<file path="src/design/psmc_pkg.sv">
// Shared constants, types and arithmetic helpers for the mouse packet cursor block.
`timescale 1ns / 1ps

package psmc_pkg;

   // cursor position storage and port widths
   localparam int POS_BITS    = 12;
   localparam int CURSOR_BITS = 12;
   localparam int LIMIT_BITS  = 13;
   localparam int BYTE_BITS   = 8;
   localparam int DELTA_BITS  = BYTE_BITS + 1;
   localparam int BTN_BITS    = 3;

   // wide enough for pos + delta with sign, and for a full limit value with sign
   localparam int CMP_BITS = ((LIMIT_BITS > POS_BITS + 1) ? LIMIT_BITS : POS_BITS + 1) + 1;

   localparam logic [CMP_BITS-1:0] POS_TOP = CMP_BITS'(1) << POS_BITS;

   // reset values
   localparam logic [POS_BITS-1:0]   POS_X_RESET        = POS_BITS'(512);
   localparam logic [POS_BITS-1:0]   POS_Y_RESET        = POS_BITS'(384);
   localparam logic [LIMIT_BITS-1:0] WIDTH_LIMIT_RESET  = LIMIT_BITS'(1024);
   localparam logic [LIMIT_BITS-1:0] HEIGHT_LIMIT_RESET = LIMIT_BITS'(768);

   // header byte layout
   localparam int HDR_SYNC_BIT   = 3;
   localparam int HDR_XSIGN_BIT  = 4;
   localparam int HDR_YSIGN_BIT  = 5;
   localparam int HDR_XOVF_BIT   = 6;
   localparam int HDR_YOVF_BIT   = 7;

   // configuration register indexes
   localparam int CSR_INDEX_BITS = 1;
   localparam logic [CSR_INDEX_BITS-1:0] CSR_WIDTH_LIMIT  = 1'b0;
   localparam logic [CSR_INDEX_BITS-1:0] CSR_HEIGHT_LIMIT = 1'b1;

   // packet queue
   localparam int QUEUE_DEPTH = 2;
   localparam int QPTR_BITS   = $clog2(QUEUE_DEPTH);
   localparam int QCNT_BITS   = $clog2(QUEUE_DEPTH + 1);

   // decoded packet handed from the front to the back
   typedef struct packed {
      logic                         drop;
      logic [BTN_BITS-1:0]          buttons;
      logic signed [DELTA_BITS-1:0] dx;
      logic signed [DELTA_BITS-1:0] dy;
   } packet_type;

   // queue status seen by both neighbors
   typedef struct packed {
      logic full;
      logic valid;
   } queue_status_type;

   // limit of zero acts as one, anything above the position range acts as its top
   function automatic logic [CMP_BITS-1:0] eff_limit(input logic [LIMIT_BITS-1:0] lim);
      logic [CMP_BITS-1:0] ext;
      ext = CMP_BITS'(lim);
      if (lim == '0) begin
         ext = CMP_BITS'(1);
      end else if (ext > POS_TOP) begin
         ext = POS_TOP;
      end
      return ext;
   endfunction

   function automatic logic [POS_BITS-1:0] clamp_axis(input logic signed [CMP_BITS-1:0] v,
                                                      input logic [CMP_BITS-1:0] lim);
      logic [CMP_BITS-1:0] res;
      if (v[CMP_BITS-1]) begin
         res = '0;
      end else if ($unsigned(v) >= lim) begin
         res = lim - CMP_BITS'(1);
      end else begin
         res = $unsigned(v);
      end
      return res[POS_BITS-1:0];
   endfunction

endpackage

</file>
<file path="src/design/psmc_front.sv">
// Front end: filters controller reads and assembles three-byte packets.
`timescale 1ns / 1ps

module psmc_front (
   input  logic                            clock,
   input  logic                            reset,
   input  logic                            req_valid,
   output logic                            req_stall,
   input  logic                            req_data_ready,
   input  logic                            req_from_aux,
   input  logic [psmc_pkg::BYTE_BITS-1:0]  req_data_byte,
   input  psmc_pkg::queue_status_type      q_status,
   output logic                            push,
   output psmc_pkg::packet_type            push_entry
);

   typedef enum logic [2:0] {
      PH_HEAD  = 3'b001,
      PH_XBYTE = 3'b010,
      PH_YBYTE = 3'b100
   } phase_type;

   phase_type                        phase_ff, phase_in;
   logic [psmc_pkg::BYTE_BITS-1:0]   header_ff, header_in;
   logic [psmc_pkg::BYTE_BITS-1:0]   xbyte_ff, xbyte_in;
   logic                             take;

   assign req_stall = q_status.full;
   assign take = req_valid && !req_stall && req_data_ready && req_from_aux;

   always_comb begin
      phase_in  = phase_ff;
      header_in = header_ff;
      xbyte_in  = xbyte_ff;
      push      = 1'b0;
      if (take) begin
         unique case (phase_ff)
            PH_HEAD: begin
               // drop bytes until one carries the sync bit
               if (req_data_byte[psmc_pkg::HDR_SYNC_BIT]) begin
                  header_in = req_data_byte;
                  phase_in  = PH_XBYTE;
               end
            end
            PH_XBYTE: begin
               xbyte_in = req_data_byte;
               phase_in = PH_YBYTE;
            end
            PH_YBYTE: begin
               push     = 1'b1;
               phase_in = PH_HEAD;
            end
            default: begin
               phase_in = PH_HEAD;
            end
         endcase
      end
   end

   always_comb begin
      push_entry.drop    = header_ff[psmc_pkg::HDR_XOVF_BIT] | header_ff[psmc_pkg::HDR_YOVF_BIT];
      push_entry.buttons = header_ff[psmc_pkg::BTN_BITS-1:0];
      push_entry.dx      = $signed({header_ff[psmc_pkg::HDR_XSIGN_BIT], xbyte_ff});
      push_entry.dy      = $signed({header_ff[psmc_pkg::HDR_YSIGN_BIT], req_data_byte});
   end

   always_ff @(posedge clock) begin
      if (reset) begin
         phase_ff  <= PH_HEAD;
         header_ff <= '0;
         xbyte_ff  <= '0;
      end else begin
         phase_ff  <= phase_in;
         header_ff <= header_in;
         xbyte_ff  <= xbyte_in;
      end
   end

endmodule

</file>
<file path="src/design/psmc_queue.sv">
// Short packet queue between the front end and the cursor back end.
`timescale 1ns / 1ps

module psmc_queue (
   input  logic                         clock,
   input  logic                         reset,
   input  logic                         push,
   input  psmc_pkg::packet_type         push_entry,
   input  logic                         pop,
   output psmc_pkg::packet_type         pop_entry,
   output psmc_pkg::queue_status_type   status
);

   psmc_pkg::packet_type                 mem [psmc_pkg::QUEUE_DEPTH];
   logic [psmc_pkg::QPTR_BITS-1:0]       wr_ptr_ff, wr_ptr_in;
   logic [psmc_pkg::QPTR_BITS-1:0]       rd_ptr_ff, rd_ptr_in;
   logic [psmc_pkg::QCNT_BITS-1:0]       count_ff, count_in;

   function automatic logic [psmc_pkg::QPTR_BITS-1:0] next_ptr(
         input logic [psmc_pkg::QPTR_BITS-1:0] p);
      logic [psmc_pkg::QPTR_BITS-1:0] n;
      n = p + psmc_pkg::QPTR_BITS'(1);
      if (p == psmc_pkg::QPTR_BITS'(psmc_pkg::QUEUE_DEPTH - 1)) begin
         n = '0;
      end
      return n;
   endfunction

   assign status.full  = (count_ff == psmc_pkg::QCNT_BITS'(psmc_pkg::QUEUE_DEPTH));
   assign status.valid = (count_ff != '0);
   assign pop_entry    = mem[rd_ptr_ff];

   always_comb begin
      wr_ptr_in = push ? next_ptr(wr_ptr_ff) : wr_ptr_ff;
      rd_ptr_in = pop  ? next_ptr(rd_ptr_ff) : rd_ptr_ff;
      count_in  = count_ff;
      if (push && !pop) begin
         count_in = count_ff + psmc_pkg::QCNT_BITS'(1);
      end else if (pop && !push) begin
         count_in = count_ff - psmc_pkg::QCNT_BITS'(1);
      end
   end

   always_ff @(posedge clock) begin
      if (push) begin
         mem[wr_ptr_ff] <= push_entry;
      end
   end

   always_ff @(posedge clock) begin
      if (reset) begin
         wr_ptr_ff <= '0;
         rd_ptr_ff <= '0;
         count_ff  <= '0;
      end else begin
         wr_ptr_ff <= wr_ptr_in;
         rd_ptr_ff <= rd_ptr_in;
         count_ff  <= count_in;
      end
   end

   a_no_push_full: assert property (@(posedge clock) disable iff (reset)
      push |-> (!status.full || pop))
      else $error("packet pushed into a full queue");

   a_no_pop_empty: assert property (@(posedge clock) disable iff (reset)
      pop |-> status.valid)
      else $error("packet popped from an empty queue");

endmodule

</file>
<file path="src/design/psmc_back.sv">
// Back end: applies packets to the cursor, clamps it and holds the result beat.
`timescale 1ns / 1ps

module psmc_back (
   input  logic                                clock,
   input  logic                                reset,
   input  logic [psmc_pkg::LIMIT_BITS-1:0]     width_limit,
   input  logic [psmc_pkg::LIMIT_BITS-1:0]     height_limit,
   input  psmc_pkg::queue_status_type          q_status,
   input  psmc_pkg::packet_type                pop_entry,
   output logic                                pop,
   output logic                                rsp_valid,
   input  logic                                rsp_stall,
   output logic [psmc_pkg::CURSOR_BITS-1:0]    rsp_cursor_x,
   output logic [psmc_pkg::CURSOR_BITS-1:0]    rsp_cursor_y,
   output logic [psmc_pkg::BTN_BITS-1:0]       rsp_button_bits,
   output logic                                rsp_overflow_dropped
);

   logic [psmc_pkg::POS_BITS-1:0]          pos_x_ff, pos_x_in;
   logic [psmc_pkg::POS_BITS-1:0]          pos_y_ff, pos_y_in;
   logic [psmc_pkg::BTN_BITS-1:0]          btn_ff, btn_in;
   logic                                   rsp_valid_ff, rsp_valid_in;
   logic [psmc_pkg::CURSOR_BITS-1:0]       rsp_x_ff, rsp_y_ff;
   logic [psmc_pkg::BTN_BITS-1:0]          rsp_btn_ff;
   logic                                   rsp_drop_ff;
   logic signed [psmc_pkg::CMP_BITS-1:0]   sum_x, sum_y;

   // take a packet whenever the output register is free or being emptied
   assign pop = q_status.valid && (!rsp_valid_ff || !rsp_stall);

   always_comb begin
      sum_x = $signed({{(psmc_pkg::CMP_BITS - psmc_pkg::POS_BITS){1'b0}}, pos_x_ff})
            + $signed({{(psmc_pkg::CMP_BITS - psmc_pkg::DELTA_BITS){pop_entry.dx[
                 psmc_pkg::DELTA_BITS-1]}}, pop_entry.dx});
      // screen y grows downward, so subtract the mouse delta
      sum_y = $signed({{(psmc_pkg::CMP_BITS - psmc_pkg::POS_BITS){1'b0}}, pos_y_ff})
            - $signed({{(psmc_pkg::CMP_BITS - psmc_pkg::DELTA_BITS){pop_entry.dy[
                 psmc_pkg::DELTA_BITS-1]}}, pop_entry.dy});
   end

   always_comb begin
      pos_x_in = pos_x_ff;
      pos_y_in = pos_y_ff;
      btn_in   = btn_ff;
      if (pop && !pop_entry.drop) begin
         pos_x_in = psmc_pkg::clamp_axis(sum_x, psmc_pkg::eff_limit(width_limit));
         pos_y_in = psmc_pkg::clamp_axis(sum_y, psmc_pkg::eff_limit(height_limit));
         btn_in   = pop_entry.buttons;
      end
      rsp_valid_in = pop || (rsp_valid_ff && rsp_stall);
   end

   always_ff @(posedge clock) begin
      if (reset) begin
         pos_x_ff     <= psmc_pkg::POS_X_RESET;
         pos_y_ff     <= psmc_pkg::POS_Y_RESET;
         btn_ff       <= '0;
         rsp_valid_ff <= 1'b0;
      end else begin
         pos_x_ff     <= pos_x_in;
         pos_y_ff     <= pos_y_in;
         btn_ff       <= btn_in;
         rsp_valid_ff <= rsp_valid_in;
      end
   end

   always_ff @(posedge clock) begin
      if (pop) begin
         rsp_x_ff    <= psmc_pkg::CURSOR_BITS'(pos_x_in);
         rsp_y_ff    <= psmc_pkg::CURSOR_BITS'(pos_y_in);
         rsp_btn_ff  <= btn_in;
         rsp_drop_ff <= pop_entry.drop;
      end
   end

   assign rsp_valid            = rsp_valid_ff;
   assign rsp_cursor_x         = rsp_x_ff;
   assign rsp_cursor_y         = rsp_y_ff;
   assign rsp_button_bits      = rsp_btn_ff;
   assign rsp_overflow_dropped = rsp_drop_ff;

   a_pop_gives_beat: assert property (@(posedge clock) disable iff (reset)
      pop |=> rsp_valid_ff)
      else $error("popped packet produced no result beat");

   a_drop_keeps_cursor: assert property (@(posedge clock) disable iff (reset)
      (pop && pop_entry.drop) |=> (pos_x_ff == $past(pos_x_ff)) &&
                                  (pos_y_ff == $past(pos_y_ff)) &&
                                  (btn_ff == $past(btn_ff)))
      else $error("dropped packet changed the cursor state");

endmodule

</file>
<file path="src/design/ps2_mouse_packet_cursor.sv">
// Top level of the mouse packet cursor: configuration registers and the front/queue/back path.
`timescale 1ns / 1ps

// Takes one controller read per beat and uses it only when both data_ready and
// from_aux are set. Bytes build three-byte mouse packets (a first byte needs its
// sync bit 3); each third byte yields one result beat carrying the clamped cursor
// and buttons, or the unchanged state with overflow_dropped set when the header has
// an overflow bit. A read is accepted every cycle while req_stall is low; a result
// beat is written into the packet queue and then into the output register. The
// two-entry packet queue and the output register set how long the input keeps
// flowing while the result side stalls: the input stalls once two packets wait
// behind a held result. Write width_limit (index 0) and height_limit (index 1)
// only while no packet is in flight.
module ps2_mouse_packet_cursor (
   input  logic                                 clock,
   input  logic                                 reset,
   input  logic                                 req_valid,
   output logic                                 req_stall,
   input  logic                                 req_data_ready,
   input  logic                                 req_from_aux,
   input  logic [psmc_pkg::BYTE_BITS-1:0]       req_data_byte,
   output logic                                 rsp_valid,
   input  logic                                 rsp_stall,
   output logic [psmc_pkg::CURSOR_BITS-1:0]     rsp_cursor_x,
   output logic [psmc_pkg::CURSOR_BITS-1:0]     rsp_cursor_y,
   output logic [psmc_pkg::BTN_BITS-1:0]        rsp_button_bits,
   output logic                                 rsp_overflow_dropped,
   input  logic                                 csr_write_en,
   input  logic [psmc_pkg::CSR_INDEX_BITS-1:0]  csr_index,
   input  logic [psmc_pkg::LIMIT_BITS-1:0]      csr_wdata
);

   logic [psmc_pkg::LIMIT_BITS-1:0]  width_limit_ff, width_limit_in;
   logic [psmc_pkg::LIMIT_BITS-1:0]  height_limit_ff, height_limit_in;
   psmc_pkg::queue_status_type       q_status;
   psmc_pkg::packet_type             push_entry, pop_entry;
   logic                             push, pop;

   always_comb begin
      width_limit_in  = width_limit_ff;
      height_limit_in = height_limit_ff;
      if (csr_write_en) begin
         unique case (csr_index)
            psmc_pkg::CSR_WIDTH_LIMIT:  width_limit_in  = csr_wdata;
            psmc_pkg::CSR_HEIGHT_LIMIT: height_limit_in = csr_wdata;
            default: ;
         endcase
      end
   end

   always_ff @(posedge clock) begin
      if (reset) begin
         width_limit_ff  <= psmc_pkg::WIDTH_LIMIT_RESET;
         height_limit_ff <= psmc_pkg::HEIGHT_LIMIT_RESET;
      end else begin
         width_limit_ff  <= width_limit_in;
         height_limit_ff <= height_limit_in;
      end
   end

   psmc_front u_front (
      .clock          (clock),
      .reset          (reset),
      .req_valid      (req_valid),
      .req_stall      (req_stall),
      .req_data_ready (req_data_ready),
      .req_from_aux   (req_from_aux),
      .req_data_byte  (req_data_byte),
      .q_status       (q_status),
      .push           (push),
      .push_entry     (push_entry)
   );

   psmc_queue u_queue (
      .clock      (clock),
      .reset      (reset),
      .push       (push),
      .push_entry (push_entry),
      .pop        (pop),
      .pop_entry  (pop_entry),
      .status     (q_status)
   );

   psmc_back u_back (
      .clock                (clock),
      .reset                (reset),
      .width_limit          (width_limit_ff),
      .height_limit         (height_limit_ff),
      .q_status             (q_status),
      .pop_entry            (pop_entry),
      .pop                  (pop),
      .rsp_valid            (rsp_valid),
      .rsp_stall            (rsp_stall),
      .rsp_cursor_x         (rsp_cursor_x),
      .rsp_cursor_y         (rsp_cursor_y),
      .rsp_button_bits      (rsp_button_bits),
      .rsp_overflow_dropped (rsp_overflow_dropped)
   );

endmodule

</file>
<file path="config.mk">
export PLATFORM = sky130hd
export DESIGN_NAME = ps2_mouse_packet_cursor
export DESIGN_NICKNAME = d
export VERILOG_FILES = /design/src/design/psmc_pkg.sv /design/src/design/psmc_front.sv /design/src/design/psmc_queue.sv /design/src/design/psmc_back.sv /design/src/design/ps2_mouse_packet_cursor.sv
export SDC_FILE = /design/constraint.sdc
export NUM_CORES = 1
export LEC_CHECK = 0
export BUFFER_PORTS_ARGS = -buffer_cell sky130_fd_sc_hd__buf_2
export CORE_MARGIN = 1
export CORE_UTILIZATION = 54
export CTS_CLUSTER_DIAMETER = 40
export CTS_CLUSTER_SIZE = 12
export DETAILED_ROUTE_END_ITERATION = 7
export PLACE_DENSITY = 0.7
export SYNTH_ARGS = -nofsm -noshare
export SYNTH_HDL_FRONTEND = slang
export SYNTH_SLANG_ARGS = --single-unit
</file>
<file path="constraint.sdc">
create_clock -name clock -period 5.9 [get_ports clock]
set_input_delay 0.885 -clock clock [delete_from_list [all_inputs] [get_ports clock]]
set_output_delay 0.885 -clock clock [all_outputs]
set_load 0.1 [all_outputs]
</file>
Word level (Yosys, flattened, before mapping) --
Memories as Yosys holds them, arrays and structs flattened. A register that Yosys moved wholly into a read port is not among the register bits. Cells that the tools add are included.
Operators by class: reduce and logical (&&, ||, !) cells 25, order comparisons 4, $mul 0, bitwise operators 2, muxes and demuxes 25, shifts and indexed selects 0, div/mod/pow operators 0, add/subtract/negate cells 8, equality and inequality tests 5
Operators with widths (count):
- $mux 12 | 6
- $mux 14 | 4
- $ge 14x14->1 | 2
- $gt 13x13->1 const B | 2
- $logic_not 13->1 | 2
- $mux 13 | 2
- $sub 12x1->12 const B | 2
- $add 13x9->14 | 1
- $sub 13x9->14 | 1
- $logic_and 1x1->1 | 8
- $mux 1 | 8
- $reduce_and 2->1 | 4
- $logic_not 1->1 | 6
- $mux 3 | 2
- $pmux 3 s2 | 1
- $mux 2 | 2
- $reduce_bool 2->1 | 2
- $eq 3x1->1 const B | 1
- $eq 3x2->1 const B | 1
- $eq 3x3->1 const B | 1
- $reduce_and 3->1 | 1
- $add 1x1->1 const B | 2
- $add 2x1->2 const B | 1
- $eq 2x2->1 const B | 1
- 5 further kinds | 6
Word-level totals: output and inout port bits 30, bits in registers 105, RAM bits 44, memories 1, word-level logic and storage cells 86, bits of input ports 29, ROM bits 0, latch bits 0
Memory list:
- u_queue.mem | depth 2, width 22, rd ports 1, clocked after Yosys merged registers in 1, write ports 1, RTL line psmc_queue.sv:14 | psmc_pkg::packet_type mem [psmc_pkg::QUEUE_DEPTH];

Longest topological paths before layout --
depth after elaboration 10, depth in mapped cells 22, gate-level depth less buffers 17

By module --
From an unflattened synthesis, not the netlist that was laid out.
Second synthesis, totals: cell total of the unflattened synthesis 850, area total of the unflattened synthesis 8475.6 µm²
Modules (own cells, without submodules):
- psmc_back | cells an instance 570, times used 1, area each 4689.5 µm², seq. area each 1401.3 µm²
- psmc_queue | cells an instance 90, times used 1, area each 1789.2 µm², seq. area each 1421.4 µm²
- ps2_mouse_packet_cursor | cells an instance 101, times used 1, area each 1089.8 µm², seq. area each 520.5 µm²
- psmc_front | cells an instance 89, times used 1, area each 907.1 µm², seq. area each 360.3 µm²

Least setup slack after synthesis --
Ideal clock, no wire load.
path kind reg-to-reg, start point reg (tool-made name), end point reg u_back.rsp_y_ff, in the netlist u_back.rsp_cursor_y[10], data pin, stages on the path, launching flop included 23, data required time 5.644 ns, library setup time 0.256 ns, period minus slack after synthesis 5.186 ns, buffers on the path 5, arrival time 4.930 ns, slack 0.714 ns, path through dfxtp_1 > clkbuf_1 > buf_1 > clkbuf_1 > mux2_2 > ha_1 > fa_1 > nor2b_1 > o21bai_1 > a21oi_1 > o21ai_0 > a211oi_1 > a211oi_1 > xnor2_1 > ha_1 > a21oi_1 > nor4b_1 > a32oi_1 > buf_2 > clkbuf_1 > a211oi_1 > a311oi_1 > a22o_1
RTL lines:
- end signal, assigned | RTL line psmc_back.sv:71 | rsp_y_ff <= psmc_pkg::CURSOR_BITS'(pos_y_in);
- end, declared | RTL line psmc_back.sv:24 | logic [psmc_pkg::CURSOR_BITS-1:0] rsp_x_ff, rsp_y_ff;

==> impl_metrics.env <==
export IMPL_dieArea_mm2=0.0155
export IMPL_via_count=6349
export IMPL_num_rows=44
export IMPL_cts_resized=0
export IMPL_seq_area_frac_synth_pct=45.6
export IMPL_cp_buffers_inverters=2
export IMPL_drive_gt1_share_pct=14.5
export IMPL_fin_nets=964
export IMPL_cp_data_required_time_ns=6.21
export IMPL_ys_top_cells_by_area="edfxtp_1 (27%), dfxtp_1 (19%), ha_1 (8.6%)"
export IMPL_cts_setup_buffers=0
export IMPL_drt_total_wl_um=19000
export IMPL_min_path_type="reg -> reg"
export IMPL_hold_path_depth=0
export IMPL_drt_iter0_drc=485
export IMPL_clk_pin_slew_ns=0.06
export IMPL_clock_skew_ns=0.0106
export IMPL_antenna_found_initial=0
export IMPL_viasPerCell=5.91
export IMPL_overflow=0
export IMPL_grt_usage_pct=25.2
export IMPL_cpMaxStageDelayCell="dfxtp_1"
export IMPL_wl_per_cell_um=17.7
export IMPL_p_leak_nw=3.60
export IMPL_cts_tree="done"
export IMPL_syn_inst=824
export IMPL_yosysTopAreaCellShare_pct=26.6
export IMPL_remaining_drc_errors=0
export IMPL_cp_start_kind="flop"
export IMPL_dp_cells=1042
export IMPL_syn_nets=911
export IMPL_cp_end_kind="flop"
export IMPL_antenna_left=0
export IMPL_antenna_cells=0
export IMPL_reg2reg_depth=18
export IMPL_multi_input_area_mm2=0.00417
export IMPL_crit_fanout=15
export IMPL_critPathTopFamily="compound AO/OA/AOI/OAI gates"
export IMPL_numCtsBuffers=17
export IMPL_grt_first_pass_wirelength_um=30800
export IMPL_finalCriticalPeriod_ns=5.20
export IMPL_rsz0062_at_grt="false"
export IMPL_status="finished clean"
export IMPL_synthArstFlopShare_pct=0
export IMPL_worst_slew_pin_slew_ns=1.27
export IMPL_firstDrtPassIters=5
export IMPL_maxSlewHeadroom_pct=13.1
export IMPL_yosysWarnings=0
export IMPL_crit_cells=18
export IMPL_synth_largest_area_cell="edfxtp_1"
export IMPL_place_gp_congestion=0.921
export IMPL_finalMaxSlewViolations=0
export IMPL_mappedNetlistArea_mm2=0.00812
export IMPL_layout_commonest_cell="nand2_1"
export IMPL_synth_edf_count=72
export IMPL_dp_hpwl_um=13600
export IMPL_hold_violations=0
export IMPL_layoutNonFillerInstCount=1074
export IMPL_fin_crit_sh_pct=88.1
export IMPL_cpMostUsedCell="a21oi_1"
export IMPL_syn_to_final_growth_pct=12.1
export IMPL_maxCapViolCount=0
export IMPL_dieHeight_um=125
export IMPL_max_stage_delay_ns=0.69
export IMPL_die_w_um=125
export IMPL_grt_pass1_vias=6126
export IMPL_holdBufCountCts=0
export IMPL_seq_area_mm2=0.00370
export IMPL_crit_chain="mux2i_1 > ha_1 > a21oi_1 > a21oi_1 > o21ai_1 > or3b_1 > a21oi_1 > xnor2_1 > inv_1 > ha_1 > a21o_1 > a21oi_1 > nor4b_1 > a32oi_1 > buf_4 > or2_2 > a32o_1 > and2_1"
export IMPL_cts_htree_levels=4
export IMPL_tns_ns=0
export IMPL_cts_sinks=149
export IMPL_peakVddDrop_uv=316
export IMPL_fill_cells=1195
export IMPL_cellPowerDensity_mw_per_mm2=534
export IMPL_grt_start_max_net_pins=58
export IMPL_pin_count=59
export IMPL_root_buffer="clkbuf_16"
export IMPL_core_mm2=0.0146
export IMPL_initial_utilization_pct=55.7
export IMPL_ys_flop_type="dfxtp_1"
export IMPL_insertion_delay_ns=0.42
export IMPL_cts_buffer_depth=2
export IMPL_synth_seq_cells=149
export IMPL_critPathArrivalTime_ns=5.51
export IMPL_setup_worst_path_class="reg -> reg"
export IMPL_setup_viol=0
export IMPL_hold_worst_slack_ns=0.459
export IMPL_max_freq_ghz=0.192
export IMPL_synth_cell_types=73
export IMPL_synth_area_per_cell_um2=9.85
export IMPL_final_cell_mix="nand2_1 (121), dfxtp_1 (77), a21oi_1 (74)"
export IMPL_port_buffers=58
logic make-up after synthesis:
| family | synth area share, % |
|---|---|
| AO/OA/AOI/OAI | 15.5 |
| multiplexers | 6.41 |
| AND/OR/NAND/NOR | 17.3 |
| flip-flops | 45.6 |
| buffers and inverters | 3.10 |
| XOR/XNOR | 2.91 |
| adder cells (fa/ha/maj) | 9.12 |
layer usage:
layer	track usage [%]	routed length, um	up-vias	share of wire (%)
met2	40.9	8850	185	47
met1	33.9	8890	3041	47
li1	-	-	3097	-
met4	7.23	307	0	1.6
met3	5.15	914	26	4.8
met5	0	0	-	0
cell usage after synthesis, types with 7 or more instances:
library cell  instances
a21oi_1              74
a22o_1               16
clkbuf_1             22
a31oi_1               7
nor2_1               52
xnor2_1              20
mux2i_1              34
nor3_1               15
inv_1                30
o21ai_0              24
a21o_1               15
nand2_1             121
nand3_1              23
nor2b_1              11
a211oi_1              7
dfxtp_1              77
and2_1               17
xor2_1                7
ha_1                 56
mux2_2               16
edfxtp_1             72
through the flow:
stage	power [mW]	util (%)	instance area [um2]	setup slack, ns
3_5_place_dp	3.87	58.8	8570	0.708
6_report	4.86	62.4	9100	0.703
5_1_grt	5.13	62.4	9100	0.378
4_1_cts	4.85	62.4	9100	0.703
3_3_place_gp	3.81	58.8	8570	0.913
2_1_floorplan	3.36	-	8120	0.714
registers in the layout, summed over array words and instances (netlist names), named ones only:
signal / count
u_back.rsp_cursor_y: 12
u_queue.count_ff: 2
u_queue.wr_ptr_ff: 1
u_front.phase_ff: 3
u_queue.rd_ptr_ff: 1
width_limit_ff: 13
u_back.rsp_overflow_dropped: 1
u_back.rsp_valid: 1
u_back.pos_x_ff: 12
height_limit_ff: 13
u_front.header_ff: 7
u_front.xbyte_ff: 8
u_back.pos_y_ff: 12
u_back.btn_ff: 3
u_back.rsp_cursor_x: 12
u_queue.mem: 44
u_back.rsp_button_bits: 3
where the power goes:
group          internal, mW  switching [mW]
Combinational         0.778            1.73
Clock                 0.552           0.424
Sequential             1.28          0.0972
Total                  2.61            2.25
path summary, 6_finish.rpt:
kind,startpoint,end,slack (ns)
setup reg to reg,flop,u_back.pos_y_ff[6],0.70
setup / recovery,flop,u_back.pos_y_ff[6],0.70
hold reg to reg,u_front.xbyte_ff[1],u_queue.mem[0][10],0.46
hold / removal,u_front.xbyte_ff[1],u_queue.mem[0][10],0.46
layout make-up:
class,instances,share of cell area (%)
clock buffer,22,4.99
clock inverter,10,0.838
inverter,30,1.24
multi-input combinational,612,45.8
sequential,149,40.7
tap,184,2.53
timing repair buffer,67,3.93
worst reg2reg max path: stages (launching register included):
cell     delay [ns]
dfxtp_1        0.69
mux2i_1        0.45
ha_1           0.33
a21oi_1        0.20
a21oi_1        0.10
o21ai_1        0.25
or3b_1         0.38
a21oi_1        0.18
xnor2_1        0.22
inv_1          0.09
ha_1           0.31
a21o_1         0.15
a21oi_1        0.19
nor4b_1        0.31
a32oi_1        0.27
buf_4          0.27
or2_2          0.28
a32o_1         0.28
and2_1         0.16
No activity file was read; power rests on OpenSTA's default activity.
